<file path="src/rtl/bmf_pkg.sv">
// shared constants and types for the box mean filter
`timescale 1ns / 1ps
package bmf_pkg;
    localparam int MAX_WIDTH_DEF  = 1024;
    localparam int MAX_WINDOW_DEF = 15;

    localparam logic [1:0] REG_IMAGE_WIDTH   = 2'd0;
    localparam logic [1:0] REG_IMAGE_HEIGHT  = 2'd1;
    localparam logic [1:0] REG_WINDOW_HEIGHT = 2'd2;
    localparam logic [1:0] REG_WINDOW_WIDTH  = 2'd3;

    typedef enum logic [1:0] {
        ST_IDLE,
        ST_READ,
        ST_SUM,
        ST_OUT
    } state_t;
endpackage

</file>
<file path="src/rtl/bmf_divider.sv">
// restoring divider with round-half-even and saturation to 8 bits
`timescale 1ns / 1ps
module bmf_divider
    import bmf_pkg::*;
(
    input  logic        clk,
    input  logic        rst_n,
    input  logic        start,
    input  logic [15:0] dividend,
    input  logic [7:0]  divisor,
    output logic        done,
    output logic [7:0]  quotient
);
    logic [15:0] q_reg, q_next;
    logic [8:0]  r_reg, r_next;
    logic [7:0]  d_reg, d_next;
    logic [4:0]  cnt_reg, cnt_next;
    logic        busy_reg, busy_next;
    logic        done_reg, done_next;
    logic [9:0]  trial;
    logic [9:0]  twice_r;
    logic [16:0] q_round;

    assign trial = {r_reg, q_reg[15]} - {2'b0, d_reg};
    assign twice_r = {r_reg, 1'b0};
    always_comb
    begin
        q_round = {1'b0, q_reg};
        if (twice_r > {2'b0, d_reg} || (twice_r == {2'b0, d_reg} && q_reg[0]))
        begin
            q_round = {1'b0, q_reg} + 17'd1;
        end
    end

    always_comb
    begin
        q_next = q_reg;
        r_next = r_reg;
        d_next = d_reg;
        cnt_next = cnt_reg;
        busy_next = busy_reg;
        done_next = 1'b0;
        if (start)
        begin
            q_next = dividend;
            r_next = '0;
            d_next = divisor;
            cnt_next = 5'd16;
            busy_next = 1'b1;
        end
        else if (busy_reg)
        begin
            if (trial[9])
            begin
                r_next = {r_reg[7:0], q_reg[15]};
                q_next = {q_reg[14:0], 1'b0};
            end
            else
            begin
                r_next = trial[8:0];
                q_next = {q_reg[14:0], 1'b1};
            end
            cnt_next = cnt_reg - 5'd1;
            if (cnt_reg == 5'd1)
            begin
                busy_next = 1'b0;
                done_next = 1'b1;
            end
        end
    end

    always_ff @(posedge clk or negedge rst_n)
    begin
        if (!rst_n)
        begin
            busy_reg <= 1'b0;
            done_reg <= 1'b0;
            cnt_reg <= '0;
        end
        else
        begin
            busy_reg <= busy_next;
            done_reg <= done_next;
            cnt_reg <= cnt_next;
        end
    end

    always_ff @(posedge clk)
    begin
        q_reg <= q_next;
        r_reg <= r_next;
        d_reg <= d_next;
    end

    assign done = done_reg;
    assign quotient = (q_round > 17'd255) ? 8'd255 : q_round[7:0];
endmodule

</file>
<file path="config.mk">
export PLATFORM = sky130hd
export DESIGN_NAME = bmf_divider
export DESIGN_NICKNAME = d
export VERILOG_FILES = /design/src/rtl/bmf_pkg.sv /design/src/rtl/bmf_divider.sv
export SDC_FILE = /design/constraint.sdc
export NUM_CORES = 1
export LEC_CHECK = 0
export ABC_AREA = 1
export BUFFER_PORTS_ARGS = -buffer_cell sky130_fd_sc_hd__buf_2
export CORE_AREA = 2 2 61 92
export CTS_BUF_LIST = sky130_fd_sc_hd__clkbuf_4 sky130_fd_sc_hd__clkbuf_8
export CTS_CLUSTER_DIAMETER = 50
export DETAILED_ROUTE_END_ITERATION = 7
export DIE_AREA = 0 0 63 94
export GPL_ROUTABILITY_DRIVEN = 0
export GPL_TIMING_DRIVEN = 1
export PLACE_DENSITY = 0.74
export SETUP_SLACK_MARGIN = 0.4
export SLEW_MARGIN = 20
export SYNTH_ARGS = -nofsm -noshare
export SYNTH_HDL_FRONTEND = slang
export SYNTH_SLANG_ARGS = --single-unit
</file>
<file path="constraint.sdc">
create_clock -name clk -period 4.8 [get_ports clk]
set_clock_uncertainty 0.1 [all_clocks]
set_input_delay 0.72 -clock clk [delete_from_list [all_inputs] [get_ports clk]]
set_output_delay 0.72 -clock clk [all_outputs]
set_load 0.005 [all_outputs]
</file>
==> results.md <==
- Worst-path fanout max: 16
- Router iterations before antenna repair: 4
- Startpoint types: register
- Tcrit/Tclk final: 68.4%
- Max clock buf depth: 2
- Cell area after synthesis: around 2700 um^2
- Slew margin rel.: roughly half
- XOR/XNOR Fraction of Synth Area: a little over 5%
- # rows: 32
- Yosys reg bits: 40
- Fill cells: 488
- DP Worst Slack: around 1800 ps
- Initial Util: between 50% and 60%
- Number of flops mapped to enable cells by yosys: 24
- # setup viols final: 0
- Pins Over Slew Limit: 0
- Post-route minimum period: 3280 ps
- Top Usage Layer GRT: met2
- Critical path endpoint category: output pin
- CTS Hold Bufs: 0
- Vias in the first global route: about 2400
- Combinational share of power: between 40% and 50%
- IO Pins: 36
- Clock sinks: 40
- Most used cell, CP: nand3_1
- Synth unique cells: 32
- RSZ-0062 raised after global routing: false
- Clk network pwr share: about 17%
- P_leak: 1.48 nW
- Layout area overhead: 11.5%
- Die Span Y: around 94 um
- Seq/Total Area, Yosys: 39.6%
- Internal power: between 0.0007 and 0.0008 W
- WL/cell: 12.4 um
- WP data arrival: around 2500 ps
- Data required, critical path: ~4000 ps
- Fmax: just over 300 MHz
- Post-CTS Resized: 0
- Slowest stage delay, CP: roughly 340 ps
- Synth warn: 0
- Cts bufs inserted: 5
- Asr flop ratio synth: between 15 and 20%
- Max VDD drop: between 0.3 and 0.4 mV
- Reg clk slew, reported paths: around 90 ps
- Met2 Track Usage GR: 42.3%
- Main combinational cell family by area after synthesis: simple AND/OR/NAND/NOR gates
- Status: complete, no violations
- Switching share of power: between 40 and 50%
- DRT iter0 DRCs: 82
- First-pass GRT wire length: just over 10000 um
- Power per Cell Area: 450 nW/um^2
- Antenna diode count: 0
- Multiplexer area fraction after synthesis: 0%
- Part of the power in registers: a little over a third
- Final hold violation count: 0
- Tot GR Track Use: between 20% and 30%
- Max reg flops: 16
- H-tree depth: 2
- Met3 Usage GRT: 3.24%
- Max cap viols: 0
- Worst-Margin Slew: about 750 ps
- Psw: 0.000600 W
- Initial antenna violation count: 0
- Synth Flop Type: edfxtp_1
- Clock Latency Late Sink: approximately 300 ps
- Routed vias: 2445
- Total gr overflow: 0
- Via density per instance: between 5 and 6
- Synth Instances: 369
- Die X: around 63 um
- Top delay family on crit path: simple AND/OR/NAND/NOR gates
- Share of layout cells above drive strength 1: 15.5%
- TritonCTS clock tree: built
- Post-Synth Simple-Gate Area: about 33%
- Number of port buffers: 35
- Met1 Track Usage GR: 21.3%
- Setup Buffers After CTS: 0
- Overall routed net length: 5900 um
- Setup ws final: ~1500 ps
- TNS Setup: 0 ps
- Core Area: approximately 5000 um^2
- Root Driver: clkbuf_8
- Synth Area in Compound Gates: 7.83%
- Critical path buffers and inverters: 3
- Pin count of the biggest net entering global routing: 43
- Die Area: just under 6000 um^2
- Fin nets: about 450
- Final HPWL DP: ~4600 um
- DRT antenna net count: 0
- Hold Path Class: primary input to async pin
- Crit path cell chain: inv_1 > ha_1 > a21oi_1 > and2_1 > nand3_2 > nand2_4 > inv_2 > o21ai_0 > nand3_1 > nor2_4 > nand3_1 > buf_2
- Setup Crit Path Kind: register to output pin
- Syn_nets: 408
- Drt drc: 0
- Post-Synth Adder-Cell Area: under 10%
- Critical-path top delay cell: ha_1
- Syn Area/Cell: 7.36 um^2
metal layers:
layer  share of wire (%)  wire length, um
met1                  38             2250
met2                  56             3300
met3                 2.6              155
met4                 3.4              203
met5                   0                0
logic make-up (layout without fill, tap and decap cells):
logic type,count (synthesis),after routing
AO/OA/AOI/OAI,40,40
buffers and inverters,58,96
AND/OR/NAND/NOR,203,203
flip-flops,40,40
adder cells (fa/ha/maj),12,12
XOR/XNOR,16,16
placed cells by master, fill, tap and decap left out, types with 4 or more instances in the layout:
cell type  synthesis  routed
edfxtp_1          24      24
o21ai_1            4       4
inv_2              5       5
dfrtp_1            7       7
xor2_1            14      14
nand2_1          109     109
dfxtp_1            9       9
nand2_2            4       4
a21oi_1            9       9
inv_1             48      48
nand3_1           35      35
clkbuf_8           0       5
o21ai_0           22      22
nand4_1            7       7
buf_2              0      35
ha_1              11      11
nor2_2             4       4
nor2_1            35      35
final timing paths:
path,startpoint,endpoint,slack [ps],cells after the start
min in group clk,r_reg[1],r_reg[1],380,2
hold reg to reg,r_reg[1],r_reg[1],380,2
hold / removal,rst_n,cnt_reg[2],130,1
max in group asynchronous,rst_n,busy_reg,4310,1
setup / recovery,d_reg[7],quotient[1],1520,12
setup reg to reg,q_reg[15],r_reg[8],2460,11
per-stage QoR:
step / cells / hold slack, ps / util, % / total power, W / area, um^2
CTS: 475 / 133 / 59.5 / 0.00137 / 3030
global route: 475 / 136 / 59.5 / 0.00148 / 3030
detailed placement: 467 / 363 / 57.8 / 0.00114 / 2940
global placement: 467 / 352 / 57.8 / 0.00112 / 2940
finish: 475 / 129 / 59.5 / 0.00136 / 3030
floorplan: 369 / 324 / - / 0.00102 / 2720
layout make-up:
type / count / area [um^2] / area share [%]
Clock buffer: 5 / 68.8 / 2.27
Clock inverter: 3 / 18.8 / 0.620
Inverter: 53 / 199 / 6.57
Multi-Input combinational cell: 271 / 1410 / 46.4
Sequential cell: 40 / 1080 / 35.5
Tap cell: 68 / 85.1 / 2.81
Timing Repair Buffer: 35 / 175 / 5.79
power groups by stage:
stage                     clock network [W]  logic (W)  registers, W
after global routing               0.000244   0.000732      0.000507
final                              0.000225   0.000640      0.000497
after CTS                          0.000232   0.000640      0.000495
after global placement                    0   0.000621      0.000500
after floorplan                           0   0.000537      0.000484
after detailed placement                  0   0.000637      0.000503
Yosys cell counts, drive strengths merged, types with 2 or more instances:
library cell	instances	area, um^2
nand4	8	56.3
o21ai	26	130
dfrtp	7	175
clkbuf	4	15.0
ha	11	138
nand3	36	185
edfxtp	24	721
dfxtp	9	180
xnor2	2	17.5
inv	53	199
xor2	14	123
a21oi	10	53.8
nand2	115	457
nor2	41	179
Note: power is estimated with default switching activity, not from simulation.
